**src/rtl/fit_block_allocator_top_macros.svh**
```systemverilog
// Assertion macros shared by the allocator RTL.
// Expects clk and arst_n in the scope of each use; no other dependencies.
`ifndef FIT_BLOCK_ALLOCATOR_TOP_MACROS_SVH
`define FIT_BLOCK_ALLOCATOR_TOP_MACROS_SVH
`ifndef NO_ASSERTIONS
`define FBA_ASSERT_ALWAYS(lbl, cond, msg) \
	lbl: assert property (@(posedge clk) disable iff (!arst_n) (cond)) else $error(msg);
`define FBA_ASSERT_SAME(lbl, ante, cons, msg) \
	lbl: assert property (@(posedge clk) disable iff (!arst_n) (ante) |-> (cons)) \
		else $error(msg);
`define FBA_ASSERT_NEXT(lbl, ante, cons, msg) \
	lbl: assert property (@(posedge clk) disable iff (!arst_n) (ante) |=> (cons)) \
		else $error(msg);
`else
`define FBA_ASSERT_ALWAYS(lbl, cond, msg)
`define FBA_ASSERT_SAME(lbl, ante, cons, msg)
`define FBA_ASSERT_NEXT(lbl, ante, cons, msg)
`endif
`endif

```
**src/rtl/fba_pkg.sv**
```systemverilog
`timescale 1ns / 1ps
// Package of the fit block allocator: field widths, register indexes, mode codes
// and the command/status structs between controller and datapath. No dependencies.
package fba_pkg;

	localparam int NUM_BLOCKS_DEF = 8;
	localparam int SIZE_BITS_DEF  = 16;

	localparam int INDEX_W    = 3;
	localparam int AMOUNT_W   = 16;
	localparam int MODE_W     = 2;
	localparam int BIU_W      = 4;
	localparam int CFG_DATA_W = 4;
	localparam int CFG_IDX_W  = 1;

	localparam logic [CFG_IDX_W-1:0] REG_FIT_MODE      = 1'd0;
	localparam logic [CFG_IDX_W-1:0] REG_BLOCKS_IN_USE = 1'd1;

	localparam logic [MODE_W-1:0] MODE_FIRST = 2'd0;
	localparam logic [MODE_W-1:0] MODE_NEXT  = 2'd1;
	localparam logic [MODE_W-1:0] MODE_BEST  = 2'd2;

	localparam logic [MODE_W-1:0] FIT_MODE_RESET = MODE_FIRST;
	localparam logic [BIU_W-1:0]  BIU_RESET      = 4'd8;

	localparam logic REQ_LOAD  = 1'b0;
	localparam logic REQ_ALLOC = 1'b1;

	typedef struct packed {
		logic capture;
		logic issue;
		logic finish;
	} ctl_cmd_t;

	typedef struct packed {
		logic is_load;
		logic count_zero;
		logic last_issue;
	} dp_stat_t;

endpackage

```
**src/rtl/fit_block_allocator_top.sv**
```systemverilog
`timescale 1ns / 1ps
// Top level of the fit block allocator: joins sequencer and datapath.
// Depends on fba_pkg, fba_ctrl and fba_datapath.
//
// Usage:
//   Command channel: drive req_type, block_index and amount with start high;
//   the beat is taken at a rising edge where start is high and busy is low.
//   A load (req_type 0) writes one block's free size; an allocate (req_type 1)
//   searches blocks 0..min(blocks_in_use, NUM_BLOCKS)-1 by first, next or best
//   fit and takes the amount from the chosen block.
//   Result channel: every command beat yields exactly one result beat,
//   marked by done for one cycle with granted, chosen_block and block_left.
//   The receiver cannot stall; capture the result in the cycle done is high.
//   Config port: cfg_we with cfg_index (0 fit_mode, 1 blocks_in_use) and
//   cfg_data writes a register at once; write only while busy is low.
//   Timing: a load, or an allocate with no blocks in use, goes from capture
//   through the decide and update states to done; an allocate with blocks
//   in use also scans them, one table read per cycle on the single scan
//   port, then drains the read stage before the update. A new command is
//   taken in the cycle done is high.
//   Reset: all free sizes read zero, next fit pointer zero, first fit,
//   eight blocks in use; no clearing pass is needed.
module fit_block_allocator_top
	import fba_pkg::*;
#(
	parameter int NUM_BLOCKS = NUM_BLOCKS_DEF,
	parameter int SIZE_BITS  = SIZE_BITS_DEF
) (
	input  logic                  clk,
	input  logic                  arst_n,
	input  logic                  cfg_we,
	input  logic [CFG_IDX_W-1:0]  cfg_index,
	input  logic [CFG_DATA_W-1:0] cfg_data,
	input  logic                  start,
	output logic                  busy,
	input  logic                  req_type,
	input  logic [INDEX_W-1:0]    block_index,
	input  logic [AMOUNT_W-1:0]   amount,
	output logic                  done,
	output logic                  granted,
	output logic [INDEX_W-1:0]    chosen_block,
	output logic [AMOUNT_W-1:0]   block_left
);

	ctl_cmd_t cmd;
	dp_stat_t stat;

	// sequencer: one item at a time, advance the scan one block a cycle
	fba_ctrl u_ctrl (
		.clk    (clk),
		.arst_n (arst_n),
		.start  (start),
		.busy   (busy),
		.done   (done),
		.cmd    (cmd),
		.stat   (stat)
	);

	// datapath: holds the table, config and the registered result beat
	fba_datapath #(
		.NUM_BLOCKS (NUM_BLOCKS),
		.SIZE_BITS  (SIZE_BITS)
	) u_dp (
		.clk          (clk),
		.arst_n       (arst_n),
		.cmd          (cmd),
		.stat         (stat),
		.cfg_we       (cfg_we),
		.cfg_index    (cfg_index),
		.cfg_data     (cfg_data),
		.req_type     (req_type),
		.block_index  (block_index),
		.amount       (amount),
		.granted      (granted),
		.chosen_block (chosen_block),
		.block_left   (block_left)
	);

endmodule

```
**src/rtl/fba_ctrl.sv**
```systemverilog
`timescale 1ns / 1ps
// Sequencer of the fit block allocator: capture, scan, update, result strobe.
// Depends on fba_pkg and fit_block_allocator_top_macros.svh.
`include "fit_block_allocator_top_macros.svh"

module fba_ctrl
	import fba_pkg::*;
(
	input  logic     clk,
	input  logic     arst_n,
	input  logic     start,
	output logic     busy,
	output logic     done,
	output ctl_cmd_t cmd,
	input  dp_stat_t stat
);

	typedef enum logic [2:0] {
		ST_IDLE,
		ST_DECIDE,
		ST_SCAN,
		ST_DRAIN,
		ST_UPDATE
	} state_t;

	state_t state_q;
	logic   done_q;

	assign busy        = (state_q != ST_IDLE);
	assign done        = done_q;
	assign cmd.capture = (state_q == ST_IDLE) && start;
	assign cmd.issue   = (state_q == ST_SCAN);
	assign cmd.finish  = (state_q == ST_UPDATE);

	always_ff @(posedge clk or negedge arst_n) begin
		if (!arst_n) begin
			state_q <= ST_IDLE;
			done_q  <= 1'b0;
		end else begin
			done_q <= 1'b0;
			case (state_q)
				ST_IDLE: begin
					if (start) begin
						state_q <= ST_DECIDE;
					end
				end
				ST_DECIDE: begin
					if (stat.is_load || stat.count_zero) begin
						state_q <= ST_UPDATE;
					end else begin
						state_q <= ST_SCAN;
					end
				end
				ST_SCAN: begin
					if (stat.last_issue) begin
						state_q <= ST_DRAIN;
					end
				end
				ST_DRAIN: begin
					state_q <= ST_UPDATE;
				end
				ST_UPDATE: begin
					done_q  <= 1'b1;
					state_q <= ST_IDLE;
				end
				default: begin
					state_q <= ST_IDLE;
				end
			endcase
		end
	end

	`FBA_ASSERT_NEXT(a_done_single, done, !done, "result strobe held longer than one cycle")
	`FBA_ASSERT_SAME(a_fall_done, $fell(busy), done, "busy dropped without a result strobe")
	`FBA_ASSERT_NEXT(a_accept_busy, start && !busy, busy, "accepted beat did not raise busy")

endmodule

```
**src/rtl/fba_datapath.sv**
```systemverilog
`timescale 1ns / 1ps
// Datapath of the fit block allocator: config registers, free size table,
// scan address, fit compare and result registers.
// Depends on fba_pkg and fit_block_allocator_top_macros.svh.
`include "fit_block_allocator_top_macros.svh"

module fba_datapath
	import fba_pkg::*;
#(
	parameter int NUM_BLOCKS = NUM_BLOCKS_DEF,
	parameter int SIZE_BITS  = SIZE_BITS_DEF
) (
	input  logic                  clk,
	input  logic                  arst_n,
	input  ctl_cmd_t              cmd,
	output dp_stat_t              stat,
	input  logic                  cfg_we,
	input  logic [CFG_IDX_W-1:0]  cfg_index,
	input  logic [CFG_DATA_W-1:0] cfg_data,
	input  logic                  req_type,
	input  logic [INDEX_W-1:0]    block_index,
	input  logic [AMOUNT_W-1:0]   amount,
	output logic                  granted,
	output logic [INDEX_W-1:0]    chosen_block,
	output logic [AMOUNT_W-1:0]   block_left
);

	localparam int IDX_W = $clog2(NUM_BLOCKS);
	localparam int CNT_W = $clog2(NUM_BLOCKS + 1);

	// configuration
	logic [MODE_W-1:0] fit_mode_q;
	logic [BIU_W-1:0]  biu_q;

	// captured request
	logic                 kind_q;
	logic [INDEX_W-1:0]   idx_in_q;
	logic [SIZE_BITS-1:0] amt_q;
	logic [CNT_W-1:0]     count_q;

	// scan state
	logic [IDX_W-1:0]     pos_q;
	logic [CNT_W-1:0]     step_q;
	logic [IDX_W-1:0]     nf_ptr_q;
	logic                 found_q;
	logic [IDX_W-1:0]     best_idx_q;
	logic [SIZE_BITS-1:0] best_size_q;

	// free size table; entries never written read as zero through vld_q
	logic [SIZE_BITS-1:0] mem [NUM_BLOCKS];
	logic [NUM_BLOCKS-1:0] vld_q;

	// read stage
	logic [SIZE_BITS-1:0] rd_data_s1;
	logic                 rd_vld_s1;
	logic [IDX_W-1:0]     rd_pos_s1;
	logic                 rd_pend_s1;

	// result registers
	logic                 granted_q;
	logic [INDEX_W-1:0]   chosen_q;
	logic [AMOUNT_W-1:0]  left_q;

	logic [CNT_W-1:0]     count_w;
	logic [IDX_W-1:0]     start_pos;
	logic [CNT_W-1:0]     pos_inc;
	logic [IDX_W-1:0]     pos_next;
	logic [SIZE_BITS-1:0] rd_size;
	logic                 hit;
	logic                 take;
	logic                 load_ok;
	logic [IDX_W-1:0]     load_addr;
	logic [SIZE_BITS-1:0] left_w;

	always_comb begin
		if (32'(biu_q) > NUM_BLOCKS) begin
			count_w = CNT_W'(NUM_BLOCKS);
		end else begin
			count_w = CNT_W'(biu_q);
		end
	end

	// next fit resumes at the kept pointer unless it lies outside the search range
	assign start_pos = ((fit_mode_q == MODE_NEXT) && (CNT_W'(nf_ptr_q) < count_w)) ?
		nf_ptr_q : '0;
	assign pos_inc   = CNT_W'(pos_q) + CNT_W'(1);
	assign pos_next  = (pos_inc >= count_q) ? '0 : IDX_W'(pos_inc);

	assign rd_size = rd_vld_s1 ? rd_data_s1 : '0;
	assign hit     = (rd_size >= amt_q);
	// best fit replaces only on strictly smaller, so ties keep the lower index
	assign take    = hit && (!found_q || ((fit_mode_q == MODE_BEST) && (rd_size < best_size_q)));

	assign load_ok   = (32'(idx_in_q) < NUM_BLOCKS);
	assign load_addr = IDX_W'(idx_in_q);
	assign left_w    = best_size_q - amt_q;

	assign stat.is_load    = (kind_q == REQ_LOAD);
	assign stat.count_zero = (count_q == '0);
	assign stat.last_issue = ((step_q + CNT_W'(1)) == count_q);

	assign granted      = granted_q;
	assign chosen_block = chosen_q;
	assign block_left   = left_q;

	always_ff @(posedge clk or negedge arst_n) begin
		if (!arst_n) begin
			fit_mode_q <= FIT_MODE_RESET;
			biu_q      <= BIU_RESET;
			kind_q     <= REQ_LOAD;
			count_q    <= '0;
			pos_q      <= '0;
			step_q     <= '0;
			nf_ptr_q   <= '0;
			found_q    <= 1'b0;
			vld_q      <= '0;
			rd_pend_s1 <= 1'b0;
		end else begin
			if (cfg_we) begin
				case (cfg_index)
					REG_FIT_MODE:      fit_mode_q <= cfg_data[MODE_W-1:0];
					REG_BLOCKS_IN_USE: biu_q      <= cfg_data[BIU_W-1:0];
					default: ;
				endcase
			end
			rd_pend_s1 <= cmd.issue;
			if (cmd.capture) begin
				kind_q  <= req_type;
				count_q <= count_w;
				pos_q   <= start_pos;
				step_q  <= '0;
				found_q <= 1'b0;
			end
			if (cmd.issue) begin
				pos_q  <= pos_next;
				step_q <= step_q + CNT_W'(1);
			end
			if (rd_pend_s1 && take) begin
				found_q <= 1'b1;
			end
			if (cmd.finish) begin
				if (kind_q == REQ_LOAD) begin
					if (load_ok) begin
						vld_q[load_addr] <= 1'b1;
					end
				end else if (found_q && (fit_mode_q == MODE_NEXT)) begin
					nf_ptr_q <= best_idx_q;
				end
			end
		end
	end

	// payload: request, compare winner, read stage and result
	always_ff @(posedge clk) begin
		if (cmd.capture) begin
			idx_in_q <= block_index;
			amt_q    <= SIZE_BITS'(amount);
		end
		if (rd_pend_s1 && take) begin
			best_idx_q  <= rd_pos_s1;
			best_size_q <= rd_size;
		end
		rd_vld_s1 <= vld_q[pos_q];
		rd_pos_s1 <= pos_q;
		if (cmd.finish) begin
			if (kind_q == REQ_LOAD) begin
				granted_q <= load_ok;
				chosen_q  <= load_ok ? idx_in_q : '0;
				left_q    <= load_ok ? AMOUNT_W'(amt_q) : '0;
			end else begin
				granted_q <= found_q;
				chosen_q  <= found_q ? INDEX_W'(best_idx_q) : '0;
				left_q    <= found_q ? AMOUNT_W'(left_w) : '0;
			end
		end
	end

	// table: one read port for the scan, one write port for the update
	always_ff @(posedge clk) begin
		rd_data_s1 <= mem[pos_q];
	end

	always_ff @(posedge clk) begin
		if (cmd.finish) begin
			if (kind_q == REQ_LOAD) begin
				if (load_ok) begin
					mem[load_addr] <= amt_q;
				end
			end else if (found_q) begin
				mem[best_idx_q] <= left_w;
			end
		end
	end

	`FBA_ASSERT_SAME(a_issue_range, cmd.issue, CNT_W'(pos_q) < count_q,
		"scan address outside searched blocks")
	`FBA_ASSERT_SAME(a_found_range, found_q, CNT_W'(best_idx_q) < count_q,
		"chosen block outside searched blocks")
	`FBA_ASSERT_ALWAYS(a_step_range, step_q <= count_q, "scan ran past block count")

endmodule
```
**config.mk**
```make
export PLATFORM = sky130hd
export DESIGN_NAME = fit_block_allocator_top
export DESIGN_NICKNAME = d
export VERILOG_FILES = /design/src/rtl/fba_pkg.sv /design/src/rtl/fit_block_allocator_top.sv /design/src/rtl/fba_ctrl.sv /design/src/rtl/fba_datapath.sv
export VERILOG_INCLUDE_DIRS = /design/src /design/src/rtl
export SDC_FILE = /design/constraint.sdc
export NUM_CORES = 1
export LEC_CHECK = 0
export BUFFER_PORTS_ARGS = -buffer_cell sky130_fd_sc_hd__buf_2
export CAP_MARGIN = 15
export CORE_UTILIZATION = 53
export CTS_BUF_LIST = sky130_fd_sc_hd__clkbuf_4
export DETAILED_ROUTE_END_ITERATION = 6
export MAX_ROUTING_LAYER = met4
export PLACE_DENSITY_LB_ADDON = 0.12
export SYNTH_ARGS = -nofsm -noshare
export SYNTH_HDL_FRONTEND = slang
export SYNTH_SLANG_ARGS = --single-unit
```
**constraint.sdc**
```tcl
create_clock -name clk -period 4.05 [get_ports clk]
set_input_delay 1.0125 -clock clk [delete_from_list [all_inputs] [get_ports clk]]
set_output_delay 1.0125 -clock clk [all_outputs]
set_load 0.01 [all_outputs]
```
==> impl_metrics.py, run 1 <==
metrics = {
    "status": {
        "run_status": "completed",
    },
    "finish": {
        "layout.cells.non_filler": 1150,
        "n_fill_cell": 1513,
        "final_layout_size_suffix_gt1_share_pct": 29.1,
        "final_net_count": 913,
        "layout_commonest_cell": "sky130_fd_sc_hd__edfxtp_1",
        "area_growth_syn_to_layout_pct": 14.3,
        "layout_common_cells": "sky130_fd_sc_hd__edfxtp_1 (186), sky130_fd_sc_hd__clkbuf_4 (101), sky130_fd_sc_hd__ha_1 (52), sky130_fd_sc_hd__buf_2 (50)",
    },
    "power": {
        "vdd_ir_drop_max_mv": 0.352,
        "power_density_nw_per_um2": 641,
        "total_power_mw": 7.79,
        "power.static_leakage_nw": 4.77,
    },
    "floorplan": {
        "chipHeight_um": 144,
        "io-pin-count": 51,
        "row_count": 51,
        "design.core.area_um2": 19600,
        "die_width_um": 144,
        "effective_utilization_at_floorplan_pct": 54.3,
        "dieArea_um2": 20600,
    },
    "synthesis": {
        "postSynth.asyncResetShare_pct": 14.5,
        "synth_top_area_share_pct": 52.5,
        "leading_post_synthesis_cells_by_cell_area": "sky130_fd_sc_hd__edfxtp_1 (53%), sky130_fd_sc_hd__dfrtp_1 (8.0%), sky130_fd_sc_hd__mux4_2 (7.2%), sky130_fd_sc_hd__ha_1 (6.1%), sky130_fd_sc_hd__dfxtp_1 (3.8%)",
        "synth_edf_count": 186,
        "synth.ff_latch_count": 241,
        "yosys.cell_types.count": 62,
        "synth_ff_type": "sky130_fd_sc_hd__edfxtp_1",
        "syn-num-nets": 798,
        "postSynthAreaPerCell_um2": 14.9,
        "synthesis.area_um2": 10600,
        "yosysWarningCount": 0,
        "synth.largest_area_cell": "sky130_fd_sc_hd__edfxtp_1",
        "post_synth_inst_count": 716,
        "synth_sequential_area_ratio_pct": 64.5,
    },
    "global_routing": {
        "first_global_vias": 6646,
        "antenna_found_initial": 1,
        "grt_max_degree": 38,
        "wire_length_of_the_first_global_routing_pass_mm": 36.3,
        "grt_remaining_overflow": 0,
        "gr-usage-all-layers_pct": 24.7,
    },
    "worst_setup_path": {
        "critical_path_buf_inv_count": 2,
        "worst_r2r_path_cells": 11,
        "crit_path_end_kind": "flop",
        "timing.critical_path.cells": "inv_1 > ha_1 > inv_1 > fa_1 > a21o_1 > a221oi_2 > o21ai_2 > a311oi_2 > o31ai_1 > xnor2_1 > o21ai_1",
        "cpLargestDelayFamily": "compound AO/OA/AOI/OAI gates",
        "delay_of_the_slowest_cell_on_the_worst_path_ps": 460,
        "start_kind": "flop",
        "worstSetupPathType": "reg2reg",
        "path_depth": 11,
        "critPathSlowestCell": "sky130_fd_sc_hd__o21ai_1",
        "timing.critical_path.mode_cell": "sky130_fd_sc_hd__inv_1",
        "required_ps": 4470,
        "crit_arrival_ps": 3640,
        "cp_max_fo": 8,
    },
    "clocking": {
        "clk_pin_slew_worst_paths_ps": 80,
        "cts_buffer_depth": 3,
        "htreeDepth": 2,
        "post-cts-setup-buffers": 0,
        "cts_tree": "yes",
        "post_cts.resized_instances": 0,
        "sink_count_of_the_clock_tree": 241,
        "clock_tree.root_cell": "sky130_fd_sc_hd__clkbuf_4",
        "numCtsBuffers": 60,
        "post_cts_hold_buffer_count": 0,
        "clk_latency_worst_skew_pair_ps": 700,
    },
    "drt": {
        "totalWireLength_mm": 23.3,
        "drt_drc_violations_left": 0,
        "met1Wirelength_mm": 10.5,
        "vias": 6540,
        "met2_wl_mm": 11.0,
        "number_of_detailed_routing_iterations_run_before_antenna_repair": 5,
        "routed_antenna_nets": 0,
        "detailedRoute.firstIterationViolations": 517,
        "drt-wirelength-per-cell_um": 20.3,
        "met3WireLength_mm": 1.34,
        "average_via_count_per_standard_cell": 5.69,
        "uppermost_signal_routing_layer_after_detailed_routing": "met4",
    },
    "sta": {
        "whs_ps": 391,
        "final_worst_setup_slack_ps": 831,
        "timing.setup.tns_ps": 0,
        "hold_violations": 0,
        "slew_headroom_pct": 31.2,
        "rsz0062_at_grt": "false",
        "maxSlewViolCount": 0,
        "maxClockFrequency_ghz": 0.311,
        "timing.final.crit_period_ps": 3220,
        "max_slew.worst_pin.slew_ps": 1020,
        "final-setup-viol-count": 0,
        "min_period_over_period_pct": 79.5,
        "final.setup_skew_ps": 60.3,
    },
    "job": {
        "cap_viol_max_count": 0,
    },
    "worst_hold_path": {
        "holdCritPathClass": "reg2reg",
        "min_delay_path_depth": 0,
    },
    "place": {
        "post-place-cells": 1032,
        "hpwl_dp_mm": 15.9,
        "last_weighted_congestion_value_of_the_routability_driven_placer": 0.901,
        "port-buffer-count": 50,
        "pre_cts_slack_ps": 875,
    },
}
## cells by family after synthesis
kind of cell	synth area share [%]
AOI/OAI and AO/OA	7.92
and+or+nand+nor	6.60
DFF	64.5
buffers and inverters	2.46
muxes	10.5
adders and majority gates	6.31
xor gates and xnor gates	1.73
## metrics by stage
stage          utilization, %  cell area, um^2
6_report                 62.1            12200
5_1_grt                  62.1            12200
4_1_cts                  62.0            12100
3_5_place_dp             57.7            11300
3_3_place_gp             57.7            11300
2_1_floorplan               -            10600
## flip-flops by register name, summed over array words and instances (netlist names), 4 cells and up
register / flops
u_dp.amt_q: 16
u_dp.best_size_q: 16
u_dp.biu_q: 4
u_dp.block_left: 16
u_dp.count_q: 4
u_dp.mem: 128
u_dp.rd_data_s1: 16
u_dp.step_q: 4
u_dp.vld_q: 8
## synth_stat cells, types with 2 or more instances
master	n
sky130_fd_sc_hd__nor2_1	27
sky130_fd_sc_hd__xor2_1	8
sky130_fd_sc_hd__inv_1	48
sky130_fd_sc_hd__dfrtp_1	34
sky130_fd_sc_hd__a21o_1	13
sky130_fd_sc_hd__clkbuf_1	14
sky130_fd_sc_hd__nor3b_1	5
sky130_fd_sc_hd__edfxtp_1	186
sky130_fd_sc_hd__o221ai_1	2
sky130_fd_sc_hd__a31oi_1	6
sky130_fd_sc_hd__ha_1	52
sky130_fd_sc_hd__nor2b_1	5
sky130_fd_sc_hd__mux4_2	34
sky130_fd_sc_hd__dfxtp_1	20
sky130_fd_sc_hd__a211oi_1	4
sky130_fd_sc_hd__nand2_1	48
sky130_fd_sc_hd__nand3_1	14
sky130_fd_sc_hd__o21ai_1	2
sky130_fd_sc_hd__xnor2_1	13
sky130_fd_sc_hd__buf_2	4
sky130_fd_sc_hd__and2_1	15
sky130_fd_sc_hd__a21boi_0	2
sky130_fd_sc_hd__nor3_1	4
sky130_fd_sc_hd__o21bai_1	6
sky130_fd_sc_hd__nand2b_1	7
sky130_fd_sc_hd__and3_1	3
sky130_fd_sc_hd__a211o_2	2
sky130_fd_sc_hd__a211o_1	3
sky130_fd_sc_hd__nand4_1	2
sky130_fd_sc_hd__o22ai_1	11
sky130_fd_sc_hd__o21ai_0	36
sky130_fd_sc_hd__mux2_2	30
sky130_fd_sc_hd__a21oi_1	23
sky130_fd_sc_hd__a31o_2	5
## power breakdown
group / internal, mW / switching (mW) / total [mW] / leakage, nW
Combinational: 0.960 / 1.23 / 2.19 / 1.97
Sequential: 3.18 / 0.290 / 3.47 / 2.31
Clock: 1.17 / 0.962 / 2.13 / 0.494
## cell type report
type,instances,area [um^2],share of cell area [%]
flip-flops and latches,241,6860,56.4
multi-input cells,407,3510,28.9
inverters,48,180,1.48
diodes,2,5.00,0.0412
clock buffers,99,743,6.11
clock inverters,15,103,0.844
repair buffers,73,423,3.48
well taps,265,332,2.73
## worst register-to-register path, delay by kind of cell (launching register included)
| family | cells | cell delay (ps) |
|---|---|---|
| compound gates | 6 | 1710 |
| fa+ha+maj | 2 | 590 |
| flops | 1 | 390 |
| xor+xnor | 1 | 160 |
| buf+inv | 2 | 130 |
## metal layers
| metal | track usage (%) | up-vias |
|---|---|---|
| met4 | 8.62 | 0 |
| met3 | 4.30 | 48 |
| met1 | 34.1 | 3263 |
| met5 | - | - |
| li1 | - | 3003 |
| met2 | 37.2 | 226 |
## final timing paths
check                                         start                 end  slack [ps]
max in group asynchronous                    arst_n       u_dp.pos_q[0]        3070
worst max-delay path            u_dp.best_size_q[0]     u_dp.mem[1][14]         830
min in group asynchronous                    arst_n      u_dp.step_q[2]         410
worst min-delay path              u_dp.rd_pos_s1[1]  u_dp.best_idx_q[1]         390
worst max register to register  u_dp.best_size_q[0]     u_dp.mem[1][14]         830
worst min register to register    u_dp.rd_pos_s1[1]  u_dp.best_idx_q[1]         390
Note: power is estimated with default switching activity, not from simulation.
==> run 2: changes to the inputs <==
- ABC_AREA: not set -> 1
- clock period: 4.05 -> 3.3 ns (I/O delays scaled with it)
==> run 2 against run 1 <==
  * Routed wire length rose by 7.2%
  * Largest cell class unchanged
  * Largest power group unchanged
  * Maximum frequency rose by 15%
  * Setup slack got worse by 330 ps
  * Global-route usage increased by 0.19 points
==> impl_metrics.py, run 2 <==
metrics = {
    "status": {
        "run_status": "completed",
    },
    "synthesis": {
        "post_synth_inst_count": 1028,
        "leading_post_synthesis_cells_by_cell_area": "sky130_fd_sc_hd__edfxtp_1 (51%), sky130_fd_sc_hd__dfrtp_1 (7.8%), sky130_fd_sc_hd__ha_1 (5.9%), sky130_fd_sc_hd__o21ai_0 (5.4%), sky130_fd_sc_hd__nand2_1 (5.1%)",
        "post_synth_most_frequent_cells": "sky130_fd_sc_hd__edfxtp_1 (186), sky130_fd_sc_hd__nand2_1 (150), sky130_fd_sc_hd__nor2_1 (141)",
        "postSynth.asyncResetShare_pct": 14.5,
        "yosys.cell_types.count": 43,
        "yosysWarningCount": 0,
        "synth_edf_count": 186,
        "synth_top_area_share_pct": 51.1,
        "synth_ff_type": "sky130_fd_sc_hd__edfxtp_1",
        "post-synth-top-count-cell": "sky130_fd_sc_hd__edfxtp_1",
        "synth.largest_area_cell": "sky130_fd_sc_hd__edfxtp_1",
        "postSynthAreaPerCell_um2": 10.6,
        "synth.ff_latch_count": 241,
        "synthesis.area_um2": 10900,
        "syn-num-nets": 1110,
        "synth_sequential_area_ratio_pct": 62.8,
    },
    "drt": {
        "totalWireLength_mm": 25.0,
        "routed_antenna_nets": 0,
        "vias": 7781,
        "detailedRoute.firstIterationViolations": 562,
        "drt-wirelength-per-cell_um": 17.2,
        "number_of_detailed_routing_iterations_run_before_antenna_repair": 6,
        "average_via_count_per_standard_cell": 5.34,
        "drt_drc_violations_left": 0,
    },
    "clocking": {
        "clock_tree.root_cell": "sky130_fd_sc_hd__clkbuf_4",
        "cts_tree": "yes",
        "sink_count_of_the_clock_tree": 241,
        "clk_latency_worst_skew_pair_ps": 720,
        "post_cts.resized_instances": 0,
        "clk_pin_slew_worst_paths_ps": 70,
        "post-cts-setup-buffers": 0,
        "post_cts_hold_buffer_count": 0,
        "cts_buffer_depth": 3,
        "htreeDepth": 2,
        "numCtsBuffers": 61,
    },
    "sta": {
        "maxSlewViolCount": 0,
        "timing.final.crit_period_ps": 2790,
        "whs_ps": 204,
        "rsz0062_at_grt": "false",
        "max_slew.worst_pin.slew_ps": 1070,
        "maxClockFrequency_ghz": 0.358,
        "final.setup_skew_ps": 39.5,
        "timing.setup.tns_ps": 0,
        "min_period_over_period_pct": 84.7,
        "hold_violations": 0,
        "slew_headroom_pct": 28.2,
        "final-setup-viol-count": 0,
    },
    "worst_setup_path": {
        "critical_path_buf_inv_count": 4,
        "timing.critical_path.mode_cell": "sky130_fd_sc_hd__nand3_1",
        "crit_arrival_ps": 3170,
        "worstSetupPathType": "reg2reg",
        "critPathSlowestCell": "sky130_fd_sc_hd__dfxtp_1",
        "r2r_slack_ps": 510,
        "crit_path_end_kind": "flop",
        "cp_max_fo": 15,
        "start_kind": "flop",
        "timing.critical_path.cells": "buf_4 > nand2_1 > inv_1 > ha_1 > nand2_1 > nor4_1 > nand3_1 > nand3_1 > nand3_1 > inv_1 > buf_4",
        "required_ps": 3680,
        "delay_of_the_slowest_cell_on_the_worst_path_ps": 650,
        "cpLargestDelayFamily": "simple AND/OR/NAND/NOR gates",
    },
    "finish": {
        "register_containing_the_most_flip_flops_in_the_final_layout": "u_dp.mem",
        "n_fill_cell": 1732,
        "multiInputGateArea_um2": 3530,
        "layout.cells.non_filler": 1457,
        "final_net_count": 1216,
        "fin_area_um2": 12400,
        "area_growth_syn_to_layout_pct": 13.5,
        "layout_commonest_cell": "sky130_fd_sc_hd__edfxtp_1",
        "seq_area_um2": 6860,
        "layout_common_cells": "sky130_fd_sc_hd__edfxtp_1 (186), sky130_fd_sc_hd__nand2_1 (150), sky130_fd_sc_hd__nor2_1 (141), sky130_fd_sc_hd__o21ai_0 (117), sky130_fd_sc_hd__clkbuf_4 (100)",
        "largest_register_ff_count": 128,
        "final_layout_size_suffix_gt1_share_pct": 16.7,
    },
    "global_routing": {
        "first_global_vias": 7570,
        "wire_length_of_the_first_global_routing_pass_mm": 39.3,
        "antenna_found_initial": 1,
        "grt_max_degree": 70,
        "grt_remaining_overflow": 0,
        "gr-usage-all-layers_pct": 24.9,
    },
    "place": {
        "post-place-cells": 1341,
        "hpwl_dp_mm": 16.3,
        "last_weighted_congestion_value_of_the_routability_driven_placer": 0.934,
        "port-buffer-count": 50,
        "post_dp_cell_area_um2": 11600,
    },
    "worst_hold_path": {
        "holdCritPathClass": "in2async",
    },
    "power": {
        "power.static_leakage_nw": 5.26,
        "power_density_nw_per_um2": 768,
        "vdd_ir_drop_max_mv": 0.476,
    },
    "floorplan": {
        "row_count": 52,
        "die_width_um": 146,
        "effective_utilization_at_floorplan_pct": 54.1,
        "dieArea_um2": 21200,
        "design.core.area_um2": 20200,
        "chipHeight_um": 146,
        "io-pin-count": 51,
    },
    "job": {
        "cap_viol_max_count": 0,
    },
}
## run 2: worst paths after layout
check | start | to | cells past startpoint
hold reg to reg | u_dp.rd_pos_s1[2] | u_dp.best_idx_q[2] | 0
setup reg to reg | u_dp.rd_vld_s1 | u_dp.best_size_q[5] | 11
setup / recovery | u_dp.rd_vld_s1 | u_dp.best_size_q[5] | 11
hold / removal | arst_n | u_dp.biu_q[2] | 1
min in group clk | amount[9] | u_dp.amt_q[9] | 1
max in group asynchronous | arst_n | u_dp.pos_q[0] | 1
## run 2: layer usage
layer / global-route usage [%] / vias up / wire length [um]
li1: - / 3830 / -
met1: 31.9 / 3685 / 11000
met2: 40.1 / 218 / 12100
met3: 4.36 / 48 / 1390
met4: 8.89 / 0 / 557
met5: - / - / 0
## run 2: metrics by stage
| step | worst slack [ps] | power, mW | utilization [%] |
|---|---|---|---|
| after floorplan | 563 | 6.11 | - |
| after global placement | 583 | 6.97 | 57.2 |
| after detailed placement | 562 | 7.02 | 57.2 |
| after CTS | 494 | 9.61 | 61.3 |
| after global routing | 267 | 10.1 | 61.3 |
| final | 506 | 9.54 | 61.3 |
## run 2: cell type report
class,instances,area share (%)
Sequential cell,241,55.3
Antenna cell,1,0.0202
Clock inverter,15,0.645
Timing Repair Buffer,78,3.71
Clock buffer,100,6.05
Multi-Input combinational cell,648,28.4
Inverter,104,3.15
Tap cell,270,2.72
## run 2: cells by family after synthesis
logic type / synth area share (%)
xor+xnor: 1.12
fa+ha+maj: 6.13
simple gates: 13.5
mux: 0.103
buf+inv: 5.01
flops: 62.8
compound gates: 11.4
## run 2: power by group
part           internal (mW)  switching, mW
combinational          0.916           1.87
sequential              3.92          0.251
clock                   1.38           1.20
total                   6.22           3.32
==> run 3: changes to the inputs <==
- clock period: 3.3 -> 2.62 ns (I/O delays scaled with it)
==> run 3 against run 2 <==
  * Via count is 1.3% higher
  * First-iteration DRC count is 12% lower
  * Power is 29% higher
  * Critical path depth stayed put
  * Routed wire length is 0.53% higher
  * Combinational power is 35% higher
  * Setup slack worse by 320 ps
  * Global-route usage is 0.37 points higher
  * Final cell count is 1.4% higher
  * Sequential cell count stayed put
  * Critical endpoint is now u_dp.best_size_q[12]
  * Highest routed layer unchanged
==> impl_metrics.py, run 3 (synthesized netlist as in run 2, its figures left out) <==
metrics = {
    "power": {
        "power.static_leakage_nw": 5.38,
        "vdd_ir_drop_max_mv": 0.597,
        "total_power_mw": 12.3,
        "power_density_nw_per_um2": 973,
    },
    "finish": {
        "n_fill_cell": 1674,
        "area_growth_syn_to_layout_pct": 15.5,
        "layout_commonest_cell": "sky130_fd_sc_hd__edfxtp_1",
        "final_layout_size_suffix_gt1_share_pct": 18.5,
        "register_containing_the_most_flip_flops_in_the_final_layout": "u_dp.mem",
        "largest_register_ff_count": 128,
        "layout_common_cells": "sky130_fd_sc_hd__edfxtp_1 (186), sky130_fd_sc_hd__nand2_1 (150), sky130_fd_sc_hd__nor2_1 (140), sky130_fd_sc_hd__o21ai_0 (116), sky130_fd_sc_hd__inv_1 (98)",
        "fin_area_um2": 12600,
        "seq_area_um2": 6860,
        "final_net_count": 1235,
        "multiInputGateArea_um2": 3550,
    },
    "worst_setup_path": {
        "start_kind": "flop",
        "worst_setup_path_startpoint": "u_dp.rd_vld_s1",
        "worstSetupPathType": "reg2reg",
        "worst_r2r_path_cells": 11,
        "required_ps": 3010,
        "reg2reg_to": "u_dp.best_size_q[12]",
        "cp-endpoint": "u_dp.best_size_q[12]",
        "crit_path_end_kind": "flop",
        "crit_arrival_ps": 2820,
        "cp_max_fo": 19,
        "r2r_slack_ps": 190,
        "regToRegStartpoint": "u_dp.rd_vld_s1",
    },
    "drt": {
        "routed_antenna_nets": 0,
        "drt_drc_violations_left": 0,
        "drt-wirelength-per-cell_um": 17.0,
        "totalWireLength_mm": 25.1,
        "detailedRoute.firstIterationViolations": 496,
        "average_via_count_per_standard_cell": 5.34,
        "number_of_detailed_routing_iterations_run_before_antenna_repair": 5,
        "vias": 7882,
    },
    "global_routing": {
        "first_global_vias": 7689,
        "wire_length_of_the_first_global_routing_pass_mm": 39.8,
        "antenna_found_initial": 1,
        "grt_remaining_overflow": 0,
        "grt_max_degree": 70,
        "gr-usage-all-layers_pct": 25.3,
    },
    "place": {
        "post_dp_cell_area_um2": 11800,
        "hpwl_dp_mm": 16.9,
        "last_weighted_congestion_value_of_the_routability_driven_placer": 0.954,
        "port-buffer-count": 50,
        "pre_cts_slack_ps": 50.9,
    },
    "worst_hold_path": {
        "holdCritPathClass": "in2async",
    },
    "status": {
        "run_status": "completed",
    },
    "sta": {
        "final-setup-viol-count": 0,
        "max_slew.worst_pin.slew_ps": 992,
        "hold_violations": 0,
        "timing.final.crit_period_ps": 2430,
        "min_period_over_period_pct": 92.8,
        "final.setup_skew_ps": 47.3,
        "slew_headroom_pct": 33.2,
        "maxSlewViolCount": 0,
        "whs_ps": 39.5,
        "final_worst_setup_slack_ps": 189,
        "maxClockFrequency_ghz": 0.411,
        "rsz0062_at_grt": "false",
        "timing.setup.tns_ps": 0,
    },
    "floorplan": {
        "die_width_um": 146,
        "row_count": 52,
        "io-pin-count": 51,
        "effective_utilization_at_floorplan_pct": 54.1,
        "design.core.area_um2": 20200,
        "chipHeight_um": 146,
        "dieArea_um2": 21200,
    },
    "job": {
        "cap_viol_max_count": 0,
    },
    "clocking": {
        "clock_tree.root_cell": "sky130_fd_sc_hd__clkbuf_4",
        "sink_count_of_the_clock_tree": 241,
        "cts_buffer_depth": 3,
        "post_cts_hold_buffer_count": 0,
        "numCtsBuffers": 61,
        "cts_tree": "yes",
        "clk_pin_slew_worst_paths_ps": 70,
        "clk_latency_worst_skew_pair_ps": 730,
        "htreeDepth": 2,
    },
}
-- run 3: cell type report --
class	count	area share, %
antenna	1	0.0198
clock buffer	96	5.71
clock inverter	20	1.00
inverter	104	3.09
multi-input combinational	648	28.1
sequential	241	54.3
tap	270	2.67
timing repair buffer	97	5.07
-- run 3: how the worst min path moves through the flow --
stage	to	slack, ps	cells after the start
6_report	u_dp.biu_q[2]	40	1
5_1_grt	u_dp.vld_q[0]	70	1
4_1_cts	u_dp.step_q[0]	9	1
3_5_place_dp	u_dp.best_idx_q[2]	390	0
3_3_place_gp	u_dp.best_idx_q[0]	390	0
2_1_floorplan	u_ctrl.done	360	0
-- run 3: per-layer routing --
layer  wire length, um  part of all wire [%]  GRT usage (%)  up-vias
met5                 0                     0              -        -
met4               738                   2.9           10.1        0
met3              1200                   4.8           4.14       50
met2             12200                    49           40.9      226
met1             11000                    44           32.0     3740
li1                  -                     -              -     3866
-- run 3: per-stage QoR --
step | util (%) | std cells
after global placement | 58.1 | 1360
after global routing | 62.4 | 1477
after floorplan | - | 1028
after CTS | 62.3 | 1476
final | 62.4 | 1477
after detailed placement | 58.1 | 1360
-- run 3: critical path: stages (launching register included) --
cell                      delay [ps]
sky130_fd_sc_hd__dfxtp_1         300
sky130_fd_sc_hd__buf_4           190
sky130_fd_sc_hd__nand2_1          80
sky130_fd_sc_hd__inv_1            90
sky130_fd_sc_hd__ha_1            320
sky130_fd_sc_hd__nand2_1         130
sky130_fd_sc_hd__nor4_4          340
sky130_fd_sc_hd__nand3_1         130
sky130_fd_sc_hd__nand3_1         140
sky130_fd_sc_hd__nand3_1         110
sky130_fd_sc_hd__inv_1           100
sky130_fd_sc_hd__buf_12          180
-- run 3: repair_timing --
action	4_1_cts	5_1_grt
setup endpoints to repair	0	27
setup buffers	0	0
gates resized for setup	0	4
-- run 3: power breakdown --
group | switching, mW | internal (mW)
clock | 1.54 | 1.78
sequential | 0.265 | 4.93
combinational | 2.46 | 1.30
